--- src/sv/ttip_pkg.sv ---
package ttip_pkg;

  localparam int unsigned MAX_CHARS_DEF = 4095;

  localparam int unsigned VAL_W  = 64;
  localparam int unsigned CNT_W  = 12;
  localparam int unsigned BASE_W = 6;
  localparam int unsigned CHAR_W = 8;

  // Largest count that the result field can show.
  localparam logic [CNT_W-1:0] CNT_MAX = '1;

  // Configuration register indexes.
  typedef enum logic [0:0] {
    REG_NUMBER_BASE = 1'b0,
    REG_SIGNED_MODE = 1'b1
  } reg_idx_t;

  localparam logic [BASE_W-1:0] BASE_RESET = 6'd10;
  localparam logic [BASE_W-1:0] BASE_AUTO  = 6'd0;
  localparam logic [BASE_W-1:0] BASE_ONE   = 6'd1;
  localparam logic [BASE_W-1:0] BASE_TWO   = 6'd2;
  localparam logic [BASE_W-1:0] BASE_OCT   = 6'd8;
  localparam logic [BASE_W-1:0] BASE_DEC   = 6'd10;
  localparam logic [BASE_W-1:0] BASE_HEX   = 6'd16;
  localparam logic [BASE_W-1:0] BASE_MAX   = 6'd36;
  localparam logic [BASE_W-1:0] LETTER_OFS = 6'd10;

  localparam logic [VAL_W-1:0] SMAX     = 64'h7FFF_FFFF_FFFF_FFFF;
  localparam logic [VAL_W-1:0] SMIN_MAG = 64'h8000_0000_0000_0000;
  localparam logic [VAL_W-1:0] ALL_ONES = 64'hFFFF_FFFF_FFFF_FFFF;

  localparam logic [CHAR_W-1:0] CH_TAB   = 8'h09;
  localparam logic [CHAR_W-1:0] CH_CR    = 8'h0D;
  localparam logic [CHAR_W-1:0] CH_SPACE = 8'h20;
  localparam logic [CHAR_W-1:0] CH_PLUS  = 8'h2B;
  localparam logic [CHAR_W-1:0] CH_MINUS = 8'h2D;
  localparam logic [CHAR_W-1:0] CH_ZERO  = 8'h30;
  localparam logic [CHAR_W-1:0] CH_NINE  = 8'h39;
  localparam logic [CHAR_W-1:0] CH_UA    = 8'h41;
  localparam logic [CHAR_W-1:0] CH_UX    = 8'h58;
  localparam logic [CHAR_W-1:0] CH_UZ    = 8'h5A;
  localparam logic [CHAR_W-1:0] CH_LA    = 8'h61;
  localparam logic [CHAR_W-1:0] CH_LX    = 8'h78;
  localparam logic [CHAR_W-1:0] CH_LZ    = 8'h7A;

  // How a zero (auto) base is resolved for a digit taken in this cycle.
  typedef enum logic [1:0] {
    DB_KEEP = 2'd0,
    DB_DEC  = 2'd1,
    DB_OCT  = 2'd2
  } db_t;

  typedef struct packed {
    logic fire;       // a character transaction completes
    logic last;       // it is the final character: capture and clear
    logic load_sign;  // take the sign character
    logic mark_zero;  // a leading zero counts as the number so far
    logic take;       // accumulate the digit
    logic eb_commit;  // store the resolved base
    logic set_hex;    // a 0x prefix was taken
    db_t  db;
  } ttip_cmd_t;

  typedef struct packed {
    logic first;        // first character of a string
    logic base_bad;     // base in force is 1 or above 36
    logic auto_or_hex;  // base in force is 0 or 16
    logic c_blank;
    logic c_plus;
    logic c_minus;
    logic c_zero;
    logic c_x;
    logic digit_ok;     // digit is valid in the resolved base
  } ttip_sts_t;

endpackage

--- src/sv/ttip_ctrl.sv ---
module ttip_ctrl
  import ttip_pkg::*;
(
  input  logic      clk,
  input  logic      rst_n,
  input  logic      in_valid,
  input  logic      in_last_char,
  output logic      in_ready,
  output logic      out_valid,
  input  logic      out_ready,
  input  ttip_sts_t sts,
  output ttip_cmd_t cmd
);

  typedef enum logic [5:0] {
    ST_SKIP   = 6'b000001,
    ST_SIGN   = 6'b000010,
    ST_ZERO   = 6'b000100,
    ST_HEXX   = 6'b001000,
    ST_DIGITS = 6'b010000,
    ST_DONE   = 6'b100000
  } state_t;

  state_t state_r, state_nxt;
  logic   out_valid_r, out_valid_nxt;
  logic   fire;

  // A character that ends a string needs room in the result register.
  assign in_ready  = !out_valid_r || out_ready || !in_last_char;
  assign fire      = in_valid && in_ready;
  assign out_valid = out_valid_r;

  always_comb begin
    logic start_num;
    logic try_digit;
    start_num = 1'b0;
    try_digit = 1'b0;
    state_nxt = state_r;
    cmd       = '0;
    cmd.fire  = fire;
    cmd.last  = fire && in_last_char;

    case (state_r)
      ST_SKIP, ST_SIGN: cmd.db = DB_DEC;
      ST_ZERO:          cmd.db = DB_OCT;
      default:          cmd.db = DB_KEEP;
    endcase

    if (fire) begin
      if (sts.first && sts.base_bad) begin
        state_nxt = ST_DONE;
      end else begin
        case (state_r)
          ST_SKIP: begin
            if (sts.c_blank) begin
              state_nxt = ST_SKIP;
            end else if (sts.c_plus || sts.c_minus) begin
              cmd.load_sign = 1'b1;
              state_nxt     = ST_SIGN;
            end else begin
              start_num = 1'b1;
            end
          end
          ST_SIGN: begin
            start_num = 1'b1;
          end
          ST_ZERO: begin
            if (sts.c_x) begin
              cmd.set_hex = 1'b1;
              state_nxt   = ST_HEXX;
            end else begin
              cmd.eb_commit = 1'b1;
              try_digit     = 1'b1;
            end
          end
          ST_HEXX, ST_DIGITS: begin
            try_digit = 1'b1;
          end
          ST_DONE: begin
            state_nxt = ST_DONE;
          end
          default: begin
            state_nxt = ST_SKIP;
          end
        endcase
      end

      if (start_num) begin
        if (sts.auto_or_hex && sts.c_zero) begin
          cmd.mark_zero = 1'b1;
          state_nxt     = ST_ZERO;
        end else begin
          cmd.eb_commit = 1'b1;
          try_digit     = 1'b1;
        end
      end

      if (try_digit) begin
        if (sts.digit_ok) begin
          cmd.take  = 1'b1;
          state_nxt = ST_DIGITS;
        end else begin
          state_nxt = ST_DONE;
        end
      end

      if (in_last_char) begin
        state_nxt = ST_SKIP;
      end
    end
  end

  always_comb begin
    out_valid_nxt = out_valid_r;
    if (out_ready) begin
      out_valid_nxt = 1'b0;
    end
    if (fire && in_last_char) begin
      out_valid_nxt = 1'b1;
    end
  end

  always_ff @(posedge clk) begin
    if (!rst_n) begin
      state_r     <= ST_SKIP;
      out_valid_r <= 1'b0;
    end else begin
      state_r     <= state_nxt;
      out_valid_r <= out_valid_nxt;
    end
  end

  a_no_result_overrun: assert property (@(posedge clk) disable iff (!rst_n)
    (fire && in_last_char) |-> (!out_valid_r || out_ready))
    else $error("final character accepted while a result is still held");

  a_restart_after_last: assert property (@(posedge clk) disable iff (!rst_n)
    (fire && in_last_char) |=> (state_r == ST_SKIP))
    else $error("parser did not return to whitespace skipping after a string");

  a_mid_string_never_stalls: assert property (@(posedge clk) disable iff (!rst_n)
    (in_valid && !in_last_char) |-> in_ready)
    else $error("a character inside a string was stalled");

endmodule

--- src/sv/ttip_dpath.sv ---
module ttip_dpath
  import ttip_pkg::*;
#(
  parameter int unsigned MAX_CHARS = MAX_CHARS_DEF
) (
  input  logic              clk,
  input  logic              rst_n,
  input  logic              cfg_valid,
  input  logic              cfg_index,
  input  logic [BASE_W-1:0] cfg_wdata,
  input  logic [CHAR_W-1:0] in_character,
  input  ttip_cmd_t         cmd,
  output ttip_sts_t         sts,
  output logic [VAL_W-1:0]  out_value,
  output logic [CNT_W-1:0]  out_consumed_count,
  output logic              out_negative,
  output logic              out_overflow,
  output logic              out_invalid_base
);

  localparam int unsigned PW   = $clog2(MAX_CHARS + 1);
  localparam int unsigned EW   = (PW > CNT_W) ? PW : CNT_W;
  localparam int unsigned PR_W = VAL_W + BASE_W;
  localparam int unsigned SU_W = PR_W + 1;

  // Configuration registers.
  logic [BASE_W-1:0] base_cfg_r;
  logic              signed_r;

  // Per-string state.
  logic [VAL_W-1:0]  acc_r, acc_upd;
  logic              minus_r, minus_upd;
  logic              ovf_r, ovf_upd;
  logic              digit_r, digit_upd;
  logic [BASE_W-1:0] eb_r, eb_upd;
  logic [PW-1:0]     pos_r, npos;
  logic [PW-1:0]     endp_r, endp_upd;

  // Result register.
  logic [VAL_W-1:0]  res_acc_r;
  logic [CNT_W-1:0]  res_cnt_r;
  logic              res_neg_r;
  logic              res_ovf_r;
  logic              res_sgn_r;
  logic              res_inv_r;

  logic [BASE_W-1:0] base_in, base_use, dval;
  logic              is_dig, base_bad_upd;
  logic [VAL_W-1:0]  limit;
  logic [PR_W-1:0]   prod;
  logic [SU_W-1:0]   sum;
  logic              over;
  logic [EW-1:0]     end_ext;
  logic [CNT_W-1:0]  cnt_upd;

  always_ff @(posedge clk) begin
    if (!rst_n) begin
      base_cfg_r <= BASE_RESET;
      signed_r   <= 1'b1;
    end else if (cfg_valid) begin
      case (reg_idx_t'(cfg_index))
        REG_NUMBER_BASE: base_cfg_r <= cfg_wdata;
        REG_SIGNED_MODE: signed_r   <= cfg_wdata[0];
        default:         signed_r   <= signed_r;
      endcase
    end
  end

  // Character classes and digit value.
  always_comb begin
    is_dig = 1'b1;
    dval   = '0;
    if (in_character >= CH_ZERO && in_character <= CH_NINE) begin
      dval = BASE_W'(in_character - CH_ZERO);
    end else if (in_character >= CH_LA && in_character <= CH_LZ) begin
      dval = BASE_W'(in_character - CH_LA) + LETTER_OFS;
    end else if (in_character >= CH_UA && in_character <= CH_UZ) begin
      dval = BASE_W'(in_character - CH_UA) + LETTER_OFS;
    end else begin
      is_dig = 1'b0;
    end
  end

  assign base_in = sts.first ? base_cfg_r : eb_r;

  always_comb begin
    base_use = base_in;
    if (base_in == BASE_AUTO && cmd.db == DB_DEC) begin
      base_use = BASE_DEC;
    end else if (base_in == BASE_AUTO && cmd.db == DB_OCT) begin
      base_use = BASE_OCT;
    end
  end

  assign sts.first       = (pos_r == '0);
  assign sts.base_bad    = (base_in == BASE_ONE) || (base_in > BASE_MAX);
  assign sts.auto_or_hex = (base_in == BASE_AUTO) || (base_in == BASE_HEX);
  assign sts.c_blank     = (in_character == CH_SPACE) ||
                           (in_character >= CH_TAB && in_character <= CH_CR);
  assign sts.c_plus      = (in_character == CH_PLUS);
  assign sts.c_minus     = (in_character == CH_MINUS);
  assign sts.c_zero      = (in_character == CH_ZERO);
  assign sts.c_x         = (in_character == CH_LX) || (in_character == CH_UX);
  assign sts.digit_ok    = is_dig && (base_use >= BASE_TWO) && (dval < base_use);

  // acc * base + digit exceeds the limit exactly when the digit overflows.
  always_comb begin
    if (signed_r) begin
      limit = minus_r ? SMIN_MAG : SMAX;
    end else begin
      limit = ALL_ONES;
    end
  end

  assign prod = PR_W'(acc_r) * PR_W'(base_use);
  assign sum  = SU_W'(prod) + SU_W'(dval);
  assign over = sum > SU_W'(limit);

  always_comb begin
    acc_upd = acc_r;
    ovf_upd = ovf_r;
    if (cmd.take) begin
      if (over) begin
        ovf_upd = 1'b1;
        acc_upd = limit;
      end else if (!ovf_r) begin
        acc_upd = sum[VAL_W-1:0];
      end
    end
  end

  assign npos      = (pos_r < PW'(MAX_CHARS)) ? pos_r + 1'b1 : PW'(MAX_CHARS);
  assign minus_upd = cmd.load_sign ? sts.c_minus : minus_r;
  assign digit_upd = (cmd.mark_zero || cmd.take) ? 1'b1 : digit_r;
  assign endp_upd  = (cmd.mark_zero || cmd.take) ? npos : endp_r;

  always_comb begin
    if (cmd.set_hex) begin
      eb_upd = BASE_HEX;
    end else if (cmd.eb_commit) begin
      eb_upd = base_use;
    end else begin
      eb_upd = base_in;
    end
  end

  assign base_bad_upd = (eb_upd == BASE_ONE) || (eb_upd > BASE_MAX);
  assign end_ext      = EW'(endp_upd);
  always_comb begin
    if (!digit_upd || base_bad_upd) begin
      cnt_upd = '0;
    end else if (end_ext > EW'(CNT_MAX)) begin
      cnt_upd = CNT_MAX;
    end else begin
      cnt_upd = end_ext[CNT_W-1:0];
    end
  end

  always_ff @(posedge clk) begin
    if (!rst_n) begin
      acc_r   <= '0;
      minus_r <= 1'b0;
      ovf_r   <= 1'b0;
      digit_r <= 1'b0;
      eb_r    <= '0;
      pos_r   <= '0;
      endp_r  <= '0;
    end else if (cmd.fire) begin
      if (cmd.last) begin
        acc_r   <= '0;
        minus_r <= 1'b0;
        ovf_r   <= 1'b0;
        digit_r <= 1'b0;
        eb_r    <= '0;
        pos_r   <= '0;
        endp_r  <= '0;
      end else begin
        acc_r   <= acc_upd;
        minus_r <= minus_upd;
        ovf_r   <= ovf_upd;
        digit_r <= digit_upd;
        eb_r    <= eb_upd;
        pos_r   <= npos;
        endp_r  <= endp_upd;
      end
    end
  end

  always_ff @(posedge clk) begin
    if (cmd.last) begin
      res_acc_r <= acc_upd;
      res_cnt_r <= cnt_upd;
      res_neg_r <= minus_upd && !base_bad_upd;
      res_ovf_r <= ovf_upd && !base_bad_upd;
      res_sgn_r <= signed_r;
      res_inv_r <= base_bad_upd;
    end
  end

  always_comb begin
    if (res_inv_r) begin
      out_value = '0;
    end else if (res_ovf_r) begin
      if (res_sgn_r) begin
        out_value = res_neg_r ? SMIN_MAG : SMAX;
      end else begin
        out_value = ALL_ONES;
      end
    end else if (res_neg_r) begin
      out_value = '0 - res_acc_r;
    end else begin
      out_value = res_acc_r;
    end
  end

  assign out_consumed_count = res_cnt_r;
  assign out_negative       = res_neg_r;
  assign out_overflow       = res_ovf_r;
  assign out_invalid_base   = res_inv_r;

  a_clear_after_last: assert property (@(posedge clk) disable iff (!rst_n)
    cmd.last |=> (pos_r == '0) && !ovf_r && !digit_r)
    else $error("string state not cleared after the final character");

  a_overflow_needs_digit: assert property (@(posedge clk) disable iff (!rst_n)
    ovf_r |-> digit_r)
    else $error("overflow recorded without any digit");

endmodule

--- src/sv/text_to_integer_parser.sv ---
// Channel  Direction  Handshake              Payload
// cfg      in         cfg_valid / cfg_ready  cfg_index, cfg_wdata
// in       in         in_valid / in_ready    in_character, in_last_char
// out      out        out_valid / out_ready  out_value, out_consumed_count,
//                                            out_negative, out_overflow,
//                                            out_invalid_base
//
// One character is taken per clock cycle while no final character waits;
// the digit step (one 64 by 6 bit multiply-add and a limit compare) sets that.
// The result of a string is held in the output register from the cycle after
// its final character transaction until the result transaction completes.
// Characters inside a string are never stalled; a final character waits only
// while an earlier result is still held and not being taken in that cycle.
// Reset is synchronous and active low; it clears the parser and sets the
// base to ten and the mode to signed. Configuration writes complete at once.
module text_to_integer_parser
  import ttip_pkg::*;
#(
  parameter int unsigned MAX_CHARS = MAX_CHARS_DEF
) (
  input  logic              clk,
  input  logic              rst_n,
  // Configuration write channel.
  input  logic              cfg_valid,
  output logic              cfg_ready,
  input  logic              cfg_index,
  input  logic [BASE_W-1:0] cfg_wdata,
  // Character stream.
  input  logic              in_valid,
  output logic              in_ready,
  input  logic [CHAR_W-1:0] in_character,
  input  logic              in_last_char,
  // Results, one per string.
  output logic              out_valid,
  input  logic              out_ready,
  output logic [VAL_W-1:0]  out_value,
  output logic [CNT_W-1:0]  out_consumed_count,
  output logic              out_negative,
  output logic              out_overflow,
  output logic              out_invalid_base
);

  ttip_cmd_t cmd;
  ttip_sts_t sts;

  // The registers are plain storage, so a write transaction is never held off.
  assign cfg_ready = 1'b1;

  // The controller follows the phase of the string: whitespace, sign, a
  // leading zero that may open a hex prefix, the prefix itself, digits, and
  // the finished state in which the rest of the string is only counted.
  ttip_ctrl u_ctrl (
    .clk          (clk),
    .rst_n        (rst_n),
    .in_valid     (in_valid),
    .in_last_char (in_last_char),
    .in_ready     (in_ready),
    .out_valid    (out_valid),
    .out_ready    (out_ready),
    .sts          (sts),
    .cmd          (cmd)
  );

  // The datapath classifies each character, keeps the accumulator with its
  // overflow limit, the base in force and the position counters, and holds
  // the result register from which the signed or unsigned value is formed.
  ttip_dpath #(
    .MAX_CHARS (MAX_CHARS)
  ) u_dpath (
    .clk                (clk),
    .rst_n              (rst_n),
    .cfg_valid          (cfg_valid),
    .cfg_index          (cfg_index),
    .cfg_wdata          (cfg_wdata),
    .in_character       (in_character),
    .cmd                (cmd),
    .sts                (sts),
    .out_value          (out_value),
    .out_consumed_count (out_consumed_count),
    .out_negative       (out_negative),
    .out_overflow       (out_overflow),
    .out_invalid_base   (out_invalid_base)
  );

endmodule
--- config.mk ---
export PLATFORM = sky130hd
export DESIGN_NAME = text_to_integer_parser
export DESIGN_NICKNAME = d
export VERILOG_FILES = /design/src/sv/ttip_pkg.sv /design/src/sv/ttip_ctrl.sv /design/src/sv/ttip_dpath.sv /design/src/sv/text_to_integer_parser.sv
export SDC_FILE = /design/constraint.sdc
export NUM_CORES = 2
export LEC_CHECK = 0
export ABC_AREA = 1
export BUFFER_PORTS_ARGS = -buffer_cell sky130_fd_sc_hd__buf_4
export CAP_MARGIN = 20
export CORE_MARGIN = 2
export CORE_UTILIZATION = 59
export CTS_CLUSTER_SIZE = 25
export DETAILED_ROUTE_END_ITERATION = 6
export MAX_ROUTING_LAYER = met4
export PLACE_DENSITY = 0.83
export SKIP_CTS_REPAIR_TIMING = 1
export SLEW_MARGIN = 20
export SYNTH_ARGS = -nofsm -noshare
export SYNTH_HDL_FRONTEND = slang
export SYNTH_SLANG_ARGS = --single-unit
export TNS_END_PERCENT = 30
--- constraint.sdc ---
create_clock -name clk -period 8.12 [get_ports clk]
set_clock_uncertainty 0.05 [all_clocks]
set_input_delay 0.406 -clock clk [delete_from_list [all_inputs] [get_ports clk]]
set_output_delay 0.406 -clock clk [all_outputs]
set_load 0.05 [all_outputs]
# Word-level counts from Yosys, hierarchy flattened
# Cells that the tools add are included.
[totals]
regBits = 191
inputBits = 21
word_cells = 168
[op_classes]
n_addsub = 8
n_mul = 1
order_cmp = 15
eq_ne = 17
mux = 73
bitwise_logic = 1
reduce_logical = 36
[op_table]
columns = ["operator", "count"]
rows = [
  ["$mux 64", 11],
  ["$mux 6", 18],
  ["$add 70x6->71", 1],
  ["$gt 71x64->1", 1],
  ["$mul 64x6->70", 1],
  ["$sub 1x64->64 const A", 1],
  ["$mux 12", 5],
  ["$eq 8x6->1 const B", 4],
  ["$mux 1", 32],
  ["$pmux 6 s4", 1],
  ["$eq 6x1->1 const B", 3],
  ["$eq 8x7->1 const B", 2],
  ["$ge 8x7->1 const B", 2],
  ["$le 8x7->1 const B", 2],
  ["$logic_and 1x1->1", 14],
  ["$add 12x1->12 const B", 1],
  ["$add 6x4->6 const B", 2],
  ["$eq 6x5->1 const B", 2],
  ["$gt 12x12->1 const B", 1],
  ["$gt 6x6->1 const B", 2],
  ["$logic_not 12->1", 1],
  ["$lt 12x12->1 const B", 1],
  ["$sub 6x6->6 const B", 2],
  ["$logic_or 1x1->1", 10],
  ["24 further kinds", 31],
]

# Longest topological paths before layout
[logic_depth]
ltp_word = 19
depth_mapped = 61
ltp_nobuf = 58

# Modules after synthesis
# Synthesis repeated with hierarchy kept, for this count alone.
[hier_totals]
cells_unflattened = 4259
hier_area_um2 = 29532.1
[modules_own_cells]
columns = ["mod", "n_inst", "cells_per_inst", "area_per_inst_um2", "seq_area_each_um2"]
rows = [
  ["ttip_dpath", 1, 4163, 28932.7, 4484.3],
  ["ttip_ctrl", 1, 94, 588.1, 140.1],
  ["text_to_integer_parser", 1, 2, 11.3, 0.0],
]

# Least setup slack after synthesis
# Ideal clock, no wire load.
[synth_path]
path_kind = "register to register"
start = "register u_dpath.pos_r[0]"
end = "register u_dpath.res_acc_r[16], data pin"
setup_ps = 154
arrival_time_ps = 7524
required_ps = 7916
slack_ps = 392
stages_incl_launch_ff = 49
path_buffers = 4
synth_period_minus_slack_ps = 7728
cell_sequence = "dfxtp_1 inv_1 ha_1 nand2_1 nor2_1 nand2_2 nand2_2 nand2_2 buf_6 nand2_4 nor2_4 o211ai_1 nand2_1 clkbuf_1 nand2_1 fa_1 fa_1 inv_1 [... 13 more ...] nand2_1 ha_1 a21oi_1 o21a_1 nand2_1 a21oi_1 nand3_1 nand2_1 nand2_1 nand2_1 nand2_1 nand2_1 nand2_1 nand2_1 clkbuf_1 clkbuf_1 nand4_1 a21boi_0"
[synth_between]
elab_chain_cells = 13
word_cells_on_any_way = 33
classes_between = "add/sub (1); mul (1); order compare (4); eq/ne (2); mux (15); reduce/logical (10)"
[synth_rtl]
columns = ["item", "line_no", "source"]
rows = [
  ["start: declaration", "ttip_dpath.sv:36", "logic [PW-1:0] pos_r, npos;"],
  ["start signal: assignment", "ttip_dpath.sv:183", "pos_r <= npos;"],
  ["$logic_not 12->1 (*)", "ttip_dpath.sv:95", "assign sts.first = (pos_r == '0);"],
  ["parallel branches: the longest is 11 deep, another holds $add 70x6->71", "-", ""],
  ["$mux 64 (*)", "ttip_dpath.sv:122", "if (cmd.take) begin"],
  ["net u_dpath.acc_upd[16]", "ttip_dpath.sv:31", "logic [VAL_W-1:0] acc_r, acc_upd;"],
  ["end signal: assignment", "ttip_dpath.sv:191", "res_acc_r <= acc_upd;"],
  ["end: declaration", "ttip_dpath.sv:40", "logic [VAL_W-1:0] res_acc_r;"],
]
# Mark *: on every way through the listed nets, which the timed path passes. The select of a mux whose other input is x is not followed.
# A chain may end at the register's enable or synchronous reset.

# Final worst setup path
[layout_path]
start = "register u_dpath.pos_r[1]"
end = "register u_dpath.acc_r[30]"
[layout_between]
elab_chain_cells = 14
word_cells_on_any_way = 34
classes_between = "add/sub (1); mul (1); order compare (4); eq/ne (2); mux (16); reduce/logical (10)"
[layout_rtl]
columns = ["item", "line_no", "source"]
rows = [
  ["$logic_not 12->1 (*)", "ttip_dpath.sv:95", ""],
  ["parallel branches: the longest is 11 deep, another holds $add 70x6->71", "-", ""],
  ["$mux 64 (*)", "ttip_dpath.sv:122", ""],
  ["$mux 64 (*)", "ttip_dpath.sv:169", "if (cmd.last) begin"],
  ["end signal: assignment", "ttip_dpath.sv:178", "acc_r <= acc_upd;"],
  ["end: declaration", "ttip_dpath.sv:31", ""],
]
# Mark *: on every way between the ends. The select of a mux whose other input is x is not followed.

==> flow_metrics.py <==
metrics = {
    "synth": {
        "synth-async-reset-ratio_pct": 0,
        "postSynthCellCount": 4163,
        "ys_top_cells_by_area": "fa_1, nand2_1, ha_1, edfxtp_1, nor2_1",
        "syn_avg_cell_area_um2": 6.72,
        "yosysSeqAreaShare_pct": 16.5,
        "synth_edf_count": 80,
        "synth_area_um2": 28000,
        "syn-num-nets": 4668,
        "synth_top_area_share_pct": 18.0,
        "synth.most_common_cell": "nand2_1",
        "synth_common_cells": "nand2_1, nor2_1, inv_1, fa_1, nand3_1",
        "ys_ff_latch": 191,
        "ys_types": 54,
        "synthFlopType": "dfxtp_1",
        "synth_top_area_cell": "fa_1",
        "yosysWarnings": 0,
    },
    "timing": {
        "hold_slack_ns": 0.119,
        "setup_tns_ns": -5.02,
        "timing_hold_violations_final": 0,
        "relSlewSlack_pct": 28.4,
        "fin_crit_ns": 8.24,
        "maxSlewViolCount": 0,
        "rsz0062_at_grt": "true",
        "fmax_ghz": 0.121,
        "timing.final.ws_setup_ns": -0.123,
        "setup_violations": 99,
        "tightest_slew_ns": 1.07,
        "post-route-period-util_pct": 102,
    },
    "hold_path": {
        "whs_path_depth": 3,
        "hold_path_end": "u_dpath.base_cfg_r[1]",
        "worstHoldStart": "cfg_wdata[1]",
        "hp-class": "in -> reg",
    },
    "worst_setup_path": {
        "r2r_end": "u_dpath.acc_r[30]",
        "cp_common_cell": "nand2_1",
        "critPathArrivalTime_ns": 8.49,
        "crit_buf_inv": 7,
        "slowest_delay_ns": 0.52,
        "critPathKind": "reg -> reg",
        "cp_data_required_time_ns": 8.37,
        "reg2regPathDepth": 41,
        "critPathMaxFanout": 24,
        "worstReg2RegStart": "u_dpath.pos_r[1]",
        "path_delay_family": "simple AND/OR/NAND/NOR gates",
        "crit_path_start_kind": "register",
        "r2r_setup_slack_ns": -0.12,
        "cp_slowest_cell": "fa_1",
        "endpoint_kind": "register",
    },
    "grt": {
        "grt_pass1_wl_mm": 149,
        "grt_usage_pct": 38.9,
        "antenna_found_initial": 1,
        "grt-ovfl-total": 0,
        "grt_max_degree": 86,
        "grt_pass1_vias": 28300,
    },
    "placement": {
        "hpwl_mm": 75.0,
        "portBuffers": 101,
        "gp_congestion": 1.02,
        "dpl_cell_area_um2": 31600,
    },
    "die": {
        "die_w_um": 222,
        "start_util_pct": 60.0,
        "dieArea_um2": 49200,
        "die_h_um": 222,
        "rows": 79,
        "core_um2": 46700,
        "ios": 103,
    },
    "finish": {
        "final_layout_size_suffix_gt1_share_pct": 17.5,
        "regArea_um2": 4630,
        "fin_area_um2": 33800,
        "fin_util_pct": 72.4,
        "multiInputGateArea_um2": 21500,
        "area_growth_pct": 20.6,
        "layout.nets": 5025,
        "fillers": 3583,
    },
    "route": {
        "dr.pass1.iters": 7,
        "vias": 30500,
        "via_per_inst": 5.92,
        "routedWlPerCell_um": 19.2,
        "wl_mm": 98.6,
        "drc": 23,
        "drt_iter0_markers": 4206,
        "ant_nets": 0,
    },
    "run_status": {
        "violations": "design-rule violations, negative setup slack",
        "outcome": "finished with violations",
    },
    "clock_tree": {
        "cts_tree": "yes",
        "numCtsBuffers": 17,
        "clkTransAtPathRegs_ns": 0.08,
        "htreeDepth": 4,
        "cts-root-buf": "clkbuf_16",
        "clk_path_buf_depth": 2,
        "clock_sinks": 191,
        "clkLatencyLatePin_ns": 0.46,
    },
    "pwr": {
        "vdd_drop_max_mv": 0.172,
        "p_leak_nw": 17.2,
        "power_density_nw_per_um2": 123,
    },
    "flow_run": {
        "maxCapViolCount": 0,
    },
}
## metrics by stage
stage	total power (W)	std cells	setup WS, ns
floorplan	0.00229	4163	0.392
global placement	0.00294	5084	-0.377
detailed placement	0.00298	5084	-0.509
CTS	0.00384	5116	-0.634
global route	0.00434	5141	-0.412
finish	0.00417	5141	-0.123
## flip-flops by register name, summed over array words and instances (netlist names), 6 cells and up
name and count:
u_dpath.pos_r 12, u_dpath.acc_r 64, u_dpath.endp_r 12, u_dpath.res_acc_r 64
u_dpath.out_consumed_count 12, u_ctrl.state_r 6, u_dpath.eb_r 6, u_dpath.base_cfg_r 6
## per-layer routing
| metal | share of wire (%) | GRT usage (%) | vias to the layer above |
|---|---|---|---|
| met4 | 4.4 | 11.4 | 0 |
| met3 | 14 | 11.4 | 378 |
| met5 | 0 | - | - |
| met1 | 38 | 51.6 | 14100 |
| met2 | 43 | 57.8 | 2038 |
| li1 | - | - | 13900 |
## report_power, final
| part | total (W) | switching (W) | internal, W |
|---|---|---|---|
| Clock | 0.000878 | 0.000434 | 0.000445 |
| Sequential | 0.00115 | 0.0000705 | 0.00108 |
| Combinational | 0.00214 | 0.00135 | 0.000789 |
## layout by cell type, fill, tap and decap left out, types with 30 or more instances in the layout
cell type	n
a31oi_1	32
nand2_1	1021
ha_1	200
nor3_1	63
nand2_2	46
nand4_1	70
a21oi_1	157
inv_1	594
buf_4	446
nor2_1	575
fa_1	249
xor2_1	31
nor2_2	43
nand3_2	30
nand3_1	230
o21ai_0	137
edfxtp_1	80
dfxtp_1	109
## tightest hold or removal path: stages
cell	delay, ns
buf_4	0.08
nand2_1	0.05
o211ai_1	0.06
## kinds of logic (layout without fill, tap and decap cells)
logic type	after synthesis	in the layout	share of synthesized area (%)
simple gates	2220	2220	33.6
buf+inv	758	1128	10.5
fa+ha+maj	484	484	28.4
compound gates	457	457	9.26
flops	191	191	16.5
xor+xnor	51	51	1.60
other cells	1	2	0.0134
mux	1	1	0.0358
## layout make-up
cell class | instances | share of cell area [%]
clock buffers | 17 | 1.26
repair buffers | 480 | 11.6
inverters | 616 | 6.88
multi-input cells | 3214 | 63.7
flip-flops and latches | 191 | 13.7
clock inverters | 15 | 0.586
well taps | 607 | 2.25
diodes | 1 | 0.00741
## how the worst max path moves through the flow
stage                     start                    end  slack, ns  cells past startpoint
6_report       u_dpath.pos_r[1]      u_dpath.acc_r[30]      -0.12                     41
5_1_grt        u_dpath.pos_r[4]      u_dpath.acc_r[30]      -0.41                     44
4_1_cts        u_dpath.pos_r[8]       u_dpath.acc_r[1]      -0.63                     48
3_5_place_dp   u_dpath.pos_r[8]  u_dpath.res_acc_r[13]      -0.51                     46
3_3_place_gp   u_dpath.pos_r[0]  u_dpath.res_acc_r[61]      -0.38                     48
2_1_floorplan  u_dpath.pos_r[0]  u_dpath.res_acc_r[16]       0.39                     48
Power figures use the tool's default switching activity.
